===== src/sv/bpc_pkg.sv =====
// shared types and constants for the barometric pressure and temperature compensation block
// no dependencies; imported by every module of the block
package bpc_pkg;

	// configuration register indexes
	localparam logic [2:0] REG_SENS       = 3'd0;
	localparam logic [2:0] REG_OFFSET     = 3'd1;
	localparam logic [2:0] REG_SENS_TEMP  = 3'd2;
	localparam logic [2:0] REG_OFF_TEMP   = 3'd3;
	localparam logic [2:0] REG_REF_TEMP   = 3'd4;
	localparam logic [2:0] REG_TEMP_SLOPE = 3'd5;
	localparam logic [2:0] REG_SO_ENABLE  = 3'd6;

	// temperature thresholds in hundredths of a degree
	localparam logic signed [18:0] TEMP_REF  = 19'sd2000;
	localparam logic signed [18:0] TEMP_VLOW = -19'sd1500;
	localparam logic signed [19:0] TEMP_REF_W  = 20'sd2000;
	localparam logic signed [19:0] TEMP_VLOW_W = 20'sd1500;

	// cycles from an accepted start to the done strobe
	localparam int unsigned LATENCY = 10;

	// input word
	typedef struct packed {
		logic [23:0] raw_pressure;
		logic [23:0] raw_temperature;
	} bpc_in_t;

	// result word
	typedef struct packed {
		logic signed [15:0] temperature;
		logic [17:0]        pressure;
	} bpc_out_t;

	// calibration set
	typedef struct packed {
		logic [15:0] sens_coeff;
		logic [15:0] offset_coeff;
		logic [15:0] sens_temp_coeff;
		logic [15:0] offset_temp_coeff;
		logic [15:0] ref_temp_coeff;
		logic [15:0] temp_slope_coeff;
		logic        second_order_enable;
	} bpc_cfg_t;

	// calibration after reset: all words zero, second order on
	localparam bpc_cfg_t CFG_RESET = '{
		sens_coeff:          16'd0,
		offset_coeff:        16'd0,
		sens_temp_coeff:     16'd0,
		offset_temp_coeff:   16'd0,
		ref_temp_coeff:      16'd0,
		temp_slope_coeff:    16'd0,
		second_order_enable: 1'b1
	};

	// hand-off from the compensation front end to the pressure back end
	typedef struct packed {
		logic               valid;
		logic [23:0]        d1;
		logic signed [19:0] temp;
		logic signed [43:0] off;
		logic signed [39:0] sens;
	} bpc_mid_t;

endpackage


===== src/sv/bpc_cfg.sv =====
// calibration register file with a plain write port
// depends on bpc_pkg
module bpc_cfg import bpc_pkg::*; (
	input  logic      clk,
	input  logic      arst_n,
	input  logic      cfg_we,
	input  logic [2:0] cfg_addr,
	input  logic [15:0] cfg_wdata,
	output bpc_cfg_t  cfg
);

	bpc_cfg_t cfg_q;

	// register writes, unknown indexes ignored
	always_ff @(posedge clk or negedge arst_n) begin
		if (!arst_n) begin
			cfg_q <= CFG_RESET;
		end else if (cfg_we) begin
			case (cfg_addr)
				REG_SENS:       cfg_q.sens_coeff          <= cfg_wdata;
				REG_OFFSET:     cfg_q.offset_coeff        <= cfg_wdata;
				REG_SENS_TEMP:  cfg_q.sens_temp_coeff     <= cfg_wdata;
				REG_OFF_TEMP:   cfg_q.offset_temp_coeff   <= cfg_wdata;
				REG_REF_TEMP:   cfg_q.ref_temp_coeff      <= cfg_wdata;
				REG_TEMP_SLOPE: cfg_q.temp_slope_coeff    <= cfg_wdata;
				REG_SO_ENABLE:  cfg_q.second_order_enable <= cfg_wdata[0];
				default: ;
			endcase
		end
	end

	assign cfg = cfg_q;

endmodule


===== config.mk =====
export PLATFORM = sky130hd
export DESIGN_NAME = bpc_cfg
export DESIGN_NICKNAME = d
export VERILOG_FILES = /design/src/sv/bpc_pkg.sv /design/src/sv/bpc_cfg.sv
export SDC_FILE = /design/constraint.sdc
export NUM_CORES = 1
export LEC_CHECK = 0
export ABC_AREA = 1
export ABC_CLOCK_PERIOD_IN_PS = 1700
export BUFFER_PORTS_ARGS = -buffer_cell sky130_fd_sc_hd__buf_2
export CAP_MARGIN = 0
export CORE_UTILIZATION = 50
export DETAILED_ROUTE_END_ITERATION = 16
export GPL_TIMING_DRIVEN = 1
export PLACE_DENSITY = 0.76
export RECOVER_POWER = 100
export SLEW_MARGIN = 10
export SYNTH_ARGS = -nofsm -noshare
export SYNTH_HDL_FRONTEND = slang
export SYNTH_SLANG_ARGS = --single-unit
export TNS_END_PERCENT = 1

===== constraint.sdc =====
create_clock -name clk -period 1.7 [get_ports clk]
set_clock_uncertainty 0.1 [all_clocks]
set_input_delay 0.51 -clock clk [delete_from_list [all_inputs] [get_ports clk]]
set_output_delay 0.51 -clock clk [all_outputs]
set_load 0.03 [all_outputs]

; Word-level counts from Yosys, hierarchy flattened
; Cells that the tools add are included.
[word_totals]
latch_bits = 0
ff_bits = 97
output_inout_bits = 97
mem_bits_rw = 0
wordCells = 21
mem_count = 0
in_bits = 22
rom_bits = 0
[classes]
reduce_logical = 8
mul = 0
div_mod_pow = 0
magnitude_cmp = 0
shifts = 0
muxes = 0
add_sub_neg = 0
n_bitwise = 0
eq_ne = 6
[op_table]
columns = operator, count
row1 = AND reduction 2 bit, 7
row2 = == test 3 bit (second input constant), 3
row3 = == test 3 x 2 -> 1 bit (second input constant), 2
row4 = == test 3 x 1 -> 1 bit (second input constant), 1
row5 = zero test 3 bit, 1

; Longest topological paths before layout
[logic_depth]
ltp_word = 2
mapped_depth = 7
mapped_depth_nobuf = 5

; Worst setup path before layout
; No wires, ideal clock.
[synth_path]
path_kind = input to register
start = input port cfg_addr[0]
end = register cfg_q, in the netlist cfg[81]
stages = 5
n_path_buf = 1
setup_time_ps = 118
path_slack_ps = 331
t_arrival_ps = 1152
path_cell_list = nor2_2 nand2_1 buf_2 nand2_1 nand2_1
[synth_via]
elab_chain_cells = 2
[synth_rtl]
columns = element, line_no
row1 = start: declaration, bpc_cfg.sv:7  ; input logic [2:0] cfg_addr,
row2 = zero test 3 bit, bpc_cfg.sv:19  ; case (cfg_addr)
row3 = AND reduction 2 bit (no source line), --
row4 = end: declaration, bpc_cfg.sv:12  ; bpc_cfg_t cfg_q;
; No other way between the ends.
; A chain may end at the register's enable or synchronous reset.

; Final worst setup path
[layout_path]
start = register cfg_q, in the netlist cfg[0]
end = output port cfg[0] in the netlist's numbering
[layout_lines]
columns = element, line_no
row1 = end: declaration, bpc_cfg.sv:9  ; output bpc_cfg_t cfg
; No word-level cell between the ends.

==> impl_metrics.env <==
export IMPL_powerDensity_mw_per_mm2=1360
export IMPL_htree_num_levels=3
export IMPL_worst_slew_pin_slew_ps=728
export IMPL_critical_path_top_delay_family="flip-flops"
export IMPL_ant_nets=0
export IMPL_finalSetupViolCount=0
export IMPL_timing_setup_tns_ps=0
export IMPL_min_period_over_period_pct=98.0
export IMPL_worstSetupPathDepth=1
export IMPL_grt_pass1_wl_um=16300
export IMPL_p_switching_mw=2.47
export IMPL_coreArea_mm2=0.00737
export IMPL_wl_per_cell_um=15.3
export IMPL_maxCapViolations=0
export IMPL_comb_power_share_pct=30.2
export IMPL_netlist_top_cells_count="nand2_1 (232), dfrtp_1 (96), nand3_1 (65), buf_2 (13), buf_4 (6)"
export IMPL_clk_latency_ps=350
export IMPL_power_leakage_nw=2.75
export IMPL_rsz0062_at_grt="no"
export IMPL_crit_path_max_fanout=2
export IMPL_hold_path_class="in2reg"
export IMPL_period_needed_ps=1670
export IMPL_cp_cell_sequence="buf_4"
export IMPL_synth_seq_cells=97
export IMPL_area_growth_syn_to_layout_pct=23.3
export IMPL_ff2ff_setup_slack_ps=890
export IMPL_drc=0
export IMPL_synth_edf_count=0
export IMPL_grt_usage_pct=26.0
export IMPL_route_layer_met1_wl_um=4540
export IMPL_wl_um=10000
export IMPL_synth_top_family_by_area="simple AND/OR/NAND/NOR gates"
export IMPL_cpPeakStageDelay_ps=550
export IMPL_die_w_um=89.8
export IMPL_yosys_warnings=0
export IMPL_met2WireLength_um=4740
export IMPL_netlist_top_cells_area="dfrtp_1 (62%), nand2_1 (23%), nand3_1 (8.4%)"
export IMPL_final_hold_violation_count=0
export IMPL_die_area_mm2=0.00807
export IMPL_synth_area_mux_share_pct=0
export IMPL_cts_clk_slew_worst_paths_ps=80
export IMPL_synth_compound_area_share_pct=0
export IMPL_cp_arrival_ps=1060
export IMPL_dieHeight_um=89.8
export IMPL_reg2reg_depth=2
export IMPL_netlist_area_mm2=0.00386
export IMPL_required_ps=1090
export IMPL_power_frac_seq_pct=46.6
export IMPL_via_count=3330
export IMPL_yosysMostFrequentCell="nand2_1"
export IMPL_antenna_found_initial=0
export IMPL_synth_top_area_share_pct=62.3
export IMPL_p_total_mw=6.47
export IMPL_synth_async_reset_ratio_pct=100
export IMPL_nets=575
export IMPL_clock_path_buffers=2
export IMPL_initial_utilization_pct=52.3
export IMPL_diodes=0
export IMPL_fillCellCount=655
export IMPL_numCtsBuffers=9
export IMPL_grt_max_degree=39
export IMPL_first_iter_violations=213
export IMPL_avgSynthCellArea_um2=8.95
export IMPL_grt_overflow_total=0
export IMPL_yosys_area_top_type="dfrtp_1"
export IMPL_layout_drive_gt1_share_pct=27.1
export IMPL_min_to="cfg[35]"
export IMPL_post_cts_setup_buffers=0
export IMPL_r2r_end="cfg[0]"
export IMPL_worstHoldPathCells=3
export IMPL_intPower_mw=4.00
export IMPL_synth_fa_ha_area_share_pct=0
export IMPL_synth_nets=453
export IMPL_synth_top_flop_cell="dfrtp_1"
export IMPL_peakVddDrop_v=0.000664
export IMPL_rr_startpoint="cfg[0]"
export IMPL_power_frac_clock_pct=23.2
export IMPL_grt_pass1_vias=3105
export IMPL_gp_congestion=0.837
export IMPL_holdWs_ps=354
export IMPL_tritoncts="done"
export IMPL_drtPass1Iterations=4
export IMPL_crit_path_end_kind="output pin"
export IMPL_critPathLaunchType="flop"
export IMPL_hp_start="cfg_wdata[2]"
export IMPL_final_area_mm2=0.00475
export IMPL_cts_root_buf="clkbuf_8"
export IMPL_synth_simple_gate_area_share_pct=33.3
export IMPL_io_buffers=118
export IMPL_vias_per_cell=5.08
export IMPL_critPathKind="reg2out"
export IMPL_power_switching_share_pct=38.2
export IMPL_max_freq_ghz=0.600
export IMPL_synth_cell_types=12
export IMPL_path_buf_inv=1
export IMPL_hpwl_um=6980
export IMPL_maxSlewHeadroom_pct=51.5
export IMPL_slew_violations=0
export IMPL_synth_xor_area_share_pct=0
export IMPL_clock_sinks=97
export IMPL_rows=31
export IMPL_largest_register_ff_count=97
export IMPL_status="completed"
export IMPL_critical_path_slowest_cell="dfstp_2"
export IMPL_yosysSeqAreaShare_pct=63.0
export IMPL_place_area_mm2=0.00459
export IMPL_met3_length_um=644
export IMPL_highest_layer="met4"
export IMPL_syn_inst=431
export IMPL_num_io_pins=119
repair_timing:
action | CTS | global route
hold buffers | 1 | 0
gates resized for setup | 1 | 0
setup endpoints to repair | 1 | 0
hold endpoints to repair | 7 | 0
final cells by class:
| class | instances | area [µm²] | share of cell area [%] |
|---|---|---|---|
| timing repair buffer | 131 | 711 | 14.9 |
| sequential | 97 | 2430 | 51.1 |
| tap | 99 | 124 | 2.61 |
| multi-input combinational | 308 | 1270 | 26.8 |
| clock buffer | 13 | 159 | 3.34 |
| inverter | 6 | 22.5 | 0.474 |
| clock inverter | 2 | 37.5 | 0.789 |
per-layer routing:
layer / track usage, % / vias to the layer above
li1: - / 1591
met1: 37.9 / 1600
met2: 40.4 / 128
met3: 4.40 / 11
met4: 7.79 / 0
met5: 0 / -
worst max-delay path by stage:
stage | start | endpoint
2_1_floorplan | cfg_addr[0] | cfg[81]
4_1_cts | cfg[0] | cfg[0]
5_1_grt | cfg_addr[2] | cfg[39]
6_report | cfg[0] | cfg[0]
3_3_place_gp | cfg_addr[2] | cfg[92]
3_5_place_dp | cfg_addr[2] | cfg[84]
metrics by stage:
stage / instances / setup slack [ps] / util, %
after global placement: 640 / 15.5 / 62.3
after global routing: 656 / 13.1 / 64.5
after floorplan: 431 / 331 / -
final: 656 / 33.7 / 64.5
after detailed placement: 640 / -61.3 / 62.3
after CTS: 656 / 16.5 / 65.2
cells by family after synthesis:
| family | after synthesis |
|---|---|
| buffers and inverters | 26 |
| DFF | 97 |
| and+or+nand+nor | 308 |
placed cells by master, fill, tap and decap left out:
cell type	n
buf_12	2
buf_2	20
buf_4	8
bufinv_16	1
clkbuf_1	4
clkbuf_2	97
clkbuf_4	1
clkbuf_8	11
clkinvlp_4	1
dfrtp_1	96
dfstp_2	1
dlygate4sd3_1	1
inv_1	5
inv_2	1
nand2_1	235
nand2_2	2
nand3_1	65
nor2_2	3
nor2_4	3
power by group through the flow:
stage | Clock, mW | Sequential (mW) | Combinational (mW)
3_3_place_gp | 0 | 3.02 | 1.96
2_1_floorplan | 0 | 3.88 | 0.414
4_1_cts | 1.52 | 3.00 | 2.00
6_report | 1.50 | 3.01 | 1.96
5_1_grt | 1.62 | 3.06 | 2.09
3_5_place_dp | 0 | 3.03 | 2.00
Note: power is estimated with default switching activity, not from simulation.
