### src/sv/bpc_pkg.sv
// shared types and constants for the barometric pressure and temperature compensation block
// no dependencies; imported by every module of the block
package bpc_pkg;

	// configuration register indexes
	localparam logic [2:0] REG_SENS       = 3'd0;
	localparam logic [2:0] REG_OFFSET     = 3'd1;
	localparam logic [2:0] REG_SENS_TEMP  = 3'd2;
	localparam logic [2:0] REG_OFF_TEMP   = 3'd3;
	localparam logic [2:0] REG_REF_TEMP   = 3'd4;
	localparam logic [2:0] REG_TEMP_SLOPE = 3'd5;
	localparam logic [2:0] REG_SO_ENABLE  = 3'd6;

	// temperature thresholds in hundredths of a degree
	localparam logic signed [18:0] TEMP_REF  = 19'sd2000;
	localparam logic signed [18:0] TEMP_VLOW = -19'sd1500;
	localparam logic signed [19:0] TEMP_REF_W  = 20'sd2000;
	localparam logic signed [19:0] TEMP_VLOW_W = 20'sd1500;

	// cycles from an accepted start to the done strobe
	localparam int unsigned LATENCY = 10;

	// input word
	typedef struct packed {
		logic [23:0] raw_pressure;
		logic [23:0] raw_temperature;
	} bpc_in_t;

	// result word
	typedef struct packed {
		logic signed [15:0] temperature;
		logic [17:0]        pressure;
	} bpc_out_t;

	// calibration set
	typedef struct packed {
		logic [15:0] sens_coeff;
		logic [15:0] offset_coeff;
		logic [15:0] sens_temp_coeff;
		logic [15:0] offset_temp_coeff;
		logic [15:0] ref_temp_coeff;
		logic [15:0] temp_slope_coeff;
		logic        second_order_enable;
	} bpc_cfg_t;

	// calibration after reset: all words zero, second order on
	localparam bpc_cfg_t CFG_RESET = '{
		sens_coeff:          16'd0,
		offset_coeff:        16'd0,
		sens_temp_coeff:     16'd0,
		offset_temp_coeff:   16'd0,
		ref_temp_coeff:      16'd0,
		temp_slope_coeff:    16'd0,
		second_order_enable: 1'b1
	};

	// hand-off from the compensation front end to the pressure back end
	typedef struct packed {
		logic               valid;
		logic [23:0]        d1;
		logic signed [19:0] temp;
		logic signed [43:0] off;
		logic signed [39:0] sens;
	} bpc_mid_t;

endpackage

### src/sv/bpc_pres.sv
// back end: pressure product in two partial products, scaling and output saturation
// four pipeline stages; depends on bpc_pkg
module bpc_pres import bpc_pkg::*; (
	input  logic     clk,
	input  logic     arst_n,
	input  bpc_mid_t mid,
	output logic     done,
	output bpc_out_t result
);

	// valid chain
	logic valid_s7, valid_s8, valid_s9, valid_s10;

	always_ff @(posedge clk or negedge arst_n) begin
		if (!arst_n) begin
			valid_s7  <= 1'b0;
			valid_s8  <= 1'b0;
			valid_s9  <= 1'b0;
			valid_s10 <= 1'b0;
		end else begin
			valid_s7  <= mid.valid;
			valid_s8  <= valid_s7;
			valid_s9  <= valid_s8;
			valid_s10 <= valid_s9;
		end
	end

	// stage 7: raw pressure times low and high halves of sensitivity
	logic [43:0]        pplo_s7;
	logic signed [44:0] pphi_s7;
	logic signed [43:0] off_s7;
	logic signed [19:0] temp_s7;

	always_ff @(posedge clk) begin
		pplo_s7 <= mid.d1 * mid.sens[19:0];
		pphi_s7 <= $signed({1'b0, mid.d1}) * $signed(mid.sens[39:20]);
		off_s7  <= mid.off;
		temp_s7 <= mid.temp;
	end

	// stage 8: recombine the partial products
	logic signed [63:0] prod_s8;
	logic signed [43:0] off_s8;
	logic signed [19:0] temp_s8;

	always_ff @(posedge clk) begin
		prod_s8 <= $signed({pphi_s7[43:0], 20'b0} + {20'b0, pplo_s7});
		off_s8  <= off_s7;
		temp_s8 <= temp_s7;
	end

	// stage 9: scale down and remove the offset
	logic signed [63:0] pq21;
	logic signed [44:0] q_s9;
	logic signed [19:0] temp_s9;

	assign pq21 = (prod_s8 + $signed({43'b0, {21{prod_s8[63]}}})) >>> 21;

	always_ff @(posedge clk) begin
		q_s9    <= $signed(pq21[44:0]) - $signed({off_s8[43], off_s8});
		temp_s9 <= temp_s8;
	end

	// stage 10: final scaling and saturation of both results
	logic signed [44:0] pq15;
	logic [17:0]        pres_sat;
	logic signed [15:0] temp_sat;
	bpc_out_t           result_s10;

	assign pq15 = (q_s9 + $signed({30'b0, {15{q_s9[44]}}})) >>> 15;

	always_comb begin
		if (pq15[44])              pres_sat = '0;
		else if (|pq15[43:18])     pres_sat = '1;
		else                       pres_sat = pq15[17:0];
		if (temp_s9[19] && !(&temp_s9[18:15]))      temp_sat = 16'sh8000;
		else if (!temp_s9[19] && (|temp_s9[18:15])) temp_sat = 16'sh7FFF;
		else                                        temp_sat = temp_s9[15:0];
	end

	always_ff @(posedge clk) begin
		result_s10.temperature <= temp_sat;
		result_s10.pressure    <= pres_sat;
	end

	assign done   = valid_s10;
	assign result = result_s10;

endmodule

### config.mk
export PLATFORM = sky130hd
export DESIGN_NAME = bpc_pres
export DESIGN_NICKNAME = d
export VERILOG_FILES = /design/src/sv/bpc_pkg.sv /design/src/sv/bpc_pres.sv
export SDC_FILE = /design/constraint.sdc
export NUM_CORES = 2
export LEC_CHECK = 0
export BUFFER_PORTS_ARGS = -buffer_cell sky130_fd_sc_hd__buf_2
export CAP_MARGIN = 5
export CORE_UTILIZATION = 50
export DETAILED_ROUTE_END_ITERATION = 8
export PLACE_DENSITY = 0.69
export SLEW_MARGIN = 20
export SYNTH_ARGS = -nofsm -noshare
export SYNTH_HDL_FRONTEND = slang
export SYNTH_SLANG_ARGS = --single-unit
### constraint.sdc
create_clock -name clk -period 5.83 [get_ports clk]
set_input_delay 0.583 -clock clk [delete_from_list [all_inputs] [get_ports clk]]
set_output_delay 0.583 -clock clk [all_outputs]
set_load 0.01 [all_outputs]
* Word-level counts from Yosys, hierarchy flattened
Cells that the tools add are included.
Storage, ports and cells: register bits 383, bits of input ports 131, output and inout bits 35, word-level logic and storage cells 30
Operators by class: add/subtract/negate cells 4, multipliers 2, mux-type cells 2, reduce and logical (&&, ||, !) cells 7
Operators with widths (count):
- $add A64 B22 Y64 | 1
- $add A64 B44 Y64 | 1
- $add A45 B16 Y45 | 1
- $sub A43 B44 Y45 | 1
- $mul A24 B20 Y44 | 1
- $mul A25 B20 Y44 | 1
- $mux W18 | 1
- $mux W16 | 1
- $reduce_or A12 Y1 | 1
- $reduce_and A4 Y1 | 1
- $reduce_or A4 Y1 | 1
- $logic_and A1 B1 Y1 | 2
- $logic_not A1 Y1 | 2

* Logic depth before layout (Yosys ltp)
depth after elaboration 3, depth in mapped cells 27, mapped depth without buffers 26

* Worst setup path before layout
No wires, ideal clock.
kind input-to-reg, start point input port mid[114] in the netlist's numbering, end point register pplo_s7[37], library setup time 0.062 ns, data arrival time 6.938 ns, data required time 5.768 ns, slack -1.170 ns, stages on the path 26, buffers on the path 1, cell sequence clkbuf_1 and2_1 fa_1 fa_1 inv_1 fa_1 inv_1 fa_1 inv_1 fa_1 inv_1 fa_1 inv_1 fa_1 inv_1 ha_1 nand3_1 o211ai_1 a311o_1 a31o_2 a31oi_1 o31ai_1 o211a_1 o21a_1 or4_1 nand3_1
Between the ends: longest elaborated chain between the ends 1
Ends and longest elaborated chain:
- from (decl) | line bpc_pres.sv:6 | input bpc_mid_t mid,
- $mul A24 B20 Y44 | line bpc_pres.sv:35 | pplo_s7 <= mid.d1 * mid.sens[19:0];
- to (signal assigned) | line bpc_pres.sv:35
- to (decl) | line bpc_pres.sv:29 | logic [43:0] pplo_s7;
No other way between the ends. A chain may end at the register's enable or synchronous reset.

* Final worst setup path
start point input port mid[110] in the netlist's numbering, end point register pplo_s7[37]
The elaborated chain is that of the path after synthesis.

==> run metrics <==
die area 0.09205 sq mm; Rows 110; H-tree depth 2; Placer Congestion 0.9055; Worst setup SP type input pin; Synth Area in Compound Gates 0.06997; first drt pass iteration count 5; Yosys warning total 0; share of the synthesized area in the top cell type 0.3469; hold endpoint off_s7[43]; clk buf depth 3; asr flop ratio synth 0.01044; DR iter-0 viols between 1500 and 2000; r2r worst-path depth 26; global-route usage over all layers 0.2595; min-delay src mid[83]; Die Wd roughly 300 um; fin. max-slew vios 0; Vias/cell 5.194; worst slew pin tran 1.065 ns; worst r2r src prod_s8[63]; Layout Skew 0.03883 ns; CP required 6.32 ns; Max-Cap Viols 0; period utilization 1.100; register area share after synthesis 0.1692; syn_nets about 6200; worst-skew pair later-pin latency 0.56 ns; TNS Setup -14.62 ns; Max Freq around 160 MHz; CTS Sinks 383; Post-Syn Area 0.04542 sq mm; crit path kind input pin to register; WHS Path Cells 1; Top Metal Used met5; Synth-to-Final Area Change 20.40%; Avg Inst Size Synth 9.321 sq um; Initial Util 0.5046; ratio of cells with drive above 1 in the final layout 0.1888; Post-Synth XOR/XNOR Area 0.04107; FF+latch count, synth 383; Min Hold Slack 0.1431 ns; final wirelength between 100000 and 150000 um; initial antenna violation count 2; Total Nets Final 6755; root buf cell clkbuf_16; largest net degree at the start of global routing 25; WL/cell 17.79 um; DRT met1 WL approximately 50000 um; number of flops mapped to enable cells by yosys 0; status finished, violations left; post-place setup slack -1.420 ns; failing checks setup timing; vias in the first global route 36550; most numerous cell in the Yosys netlist inv_1; DRC 0; gr ovfl total 0; crit end category register; final setup violation count 40; vias 34340; reg2reg setup slack ~0.31 ns; Die Y 303.4 um; critical path arrival just under 7 ns; final worst setup slack -0.5840 ns; top_reg_cell synth dfxtp_1; mux contribution to synthesized area 0.0008815; simple-gate share of the synthesized area 0.1584; I/O pins between 150 and 200; setup repair after global routing missed its margin yes; global-route wire length before repair approximately 190000 um; number of distinct library cells after synthesis 71; routed wl met2 roughly 55000 um; TritonCTS clock tree done; met3 WL post-DR 8846 um; Final Hold Fails 0; Clock transition at path regs 0.06 ns; post-layout min period 6.414 ns; Post-synth top cells inv_1, fa_1, nand2_1, and2_1, ha_1; CTS buffer count 38; min-delay worst type input pin to register; input/output buffers 165; Placeable Area 0.09001 sq mm; Slew headroom 0.2873; Critical Path Fanout Max 8; largest family of logic cells by synthesized area adder cells; FF-to-FF End q_s9[42]; Final ANT Viol Nets 0; dpl hpwl 96180 um; Post-Synthesis Cells 4873; top post-synthesis cells by area fa_1, dfxtp_1, ha_1, inv_1, and2_1; Adder-Cell Fraction of Synth Area 0.4656; largest area contributor in the netlist fa_1
## worst max path at each step
stage	endpoint	startpoint	slack (ns)
5_1_grt	pplo_s7[37]	mid[116]	-0.81
2_1_floorplan	pplo_s7[37]	mid[112]	-0.90
3_3_place_gp	pphi_s7[43]	mid[113]	-1.35
3_5_place_dp	pphi_s7[43]	mid[112]	-1.42
4_1_cts	pplo_s7[37]	mid[110]	-0.56
6_report	pplo_s7[37]	mid[110]	-0.58
## per-stage QoR
stage | util | cells | instance area, sq um
after global routing | 0.6075 | 6611 | 54690
after global placement | 0.5726 | 6492 | 51540
after detailed placement | 0.5726 | 6492 | 51540
after CTS | 0.5966 | 6585 | 53700
final | 0.6076 | 6612 | 54690
after floorplan | - | 4873 | 46380
## worst max-delay path, cell delays in order
cell and delay, ns:
buf_12 0.12, buf_12 0.15, and2_4 0.14, fa_1 0.54, inv_2 0.04, fa_1 0.46, fa_1 0.50, inv_1 0.06
fa_1 0.47, fa_1 0.48, fa_1 0.51, inv_2 0.04, fa_1 0.48, inv_2 0.04, ha_4 0.23, a211oi_2 0.25
nor3b_2 0.09, a311o_1 0.29, a31o_4 0.23, a31oi_4 0.18, o31ai_4 0.09, o211a_1 0.25, o21a_1 0.19, or4_1 0.39
nand3_1 0.09
## cell usage in the layout, fill, tap and decap left out, types with 33 or more instances in the layout
cell type and instances:
a21o_1 96, nand3_1 61, nand2_1 549, buf_6 45
xor2_1 57, fa_2 33, and2_1 437, o21ai_0 62
fa_1 754, ha_1 401, and2_4 41, inv_1 922
buf_12 41, clkbuf_16 43, dfxtp_1 379, nor2_1 111
buf_2 130, xnor2_1 144, buf_4 454, a21oi_1 121
## sequential cells by signal, summed over array words and instances (netlist names), 20 cells and up
register	cells
temp_s7	20
temp_s8	20
off_s7	44
result	34
pphi_s7	44
q_s9	45
pplo_s7	44
prod_s8	64
temp_s9	20
off_s8	44
## what timing repair did
item                                    in CTS  in global routing
hold buffers                                 1                  0
resized for setup                          136                174
buffers inserted                            17                 30
hold endpoints to repair                     4                  0
pin swaps                                   54                 76
cloned                                       6                  4
endpoints found under the setup margin      52                 58
## area by class of cell
cell class,instances,area [sq um]
fillers,7478,35320
multi-input cells,3344,34810
flip-flops and latches,383,7687
repair buffers,689,5812
inverters,950,3566
well taps,1176,1471
clock buffers,45,1049
clock inverters,24,289.0
diodes,1,2.502
## layer usage
metal,vias up,GRT usage
met5,-,0
met4,2,0.08405
met3,190,0.05097
met2,1002,0.4325
met1,17130,0.3392
li1,16020,-
## cell families after synthesis
logic type,after synthesis
and+or+nand+nor,1422
adders and majority gates,1218
buffers and inverters,1146
AOI/OAI and AO/OA,487
DFF,383
xor gates and xnor gates,213
muxes,4
Power is left out: the tool's default activity adds up to more than one toggle a clock period on the data nets, which glitch-free logic cannot reach.
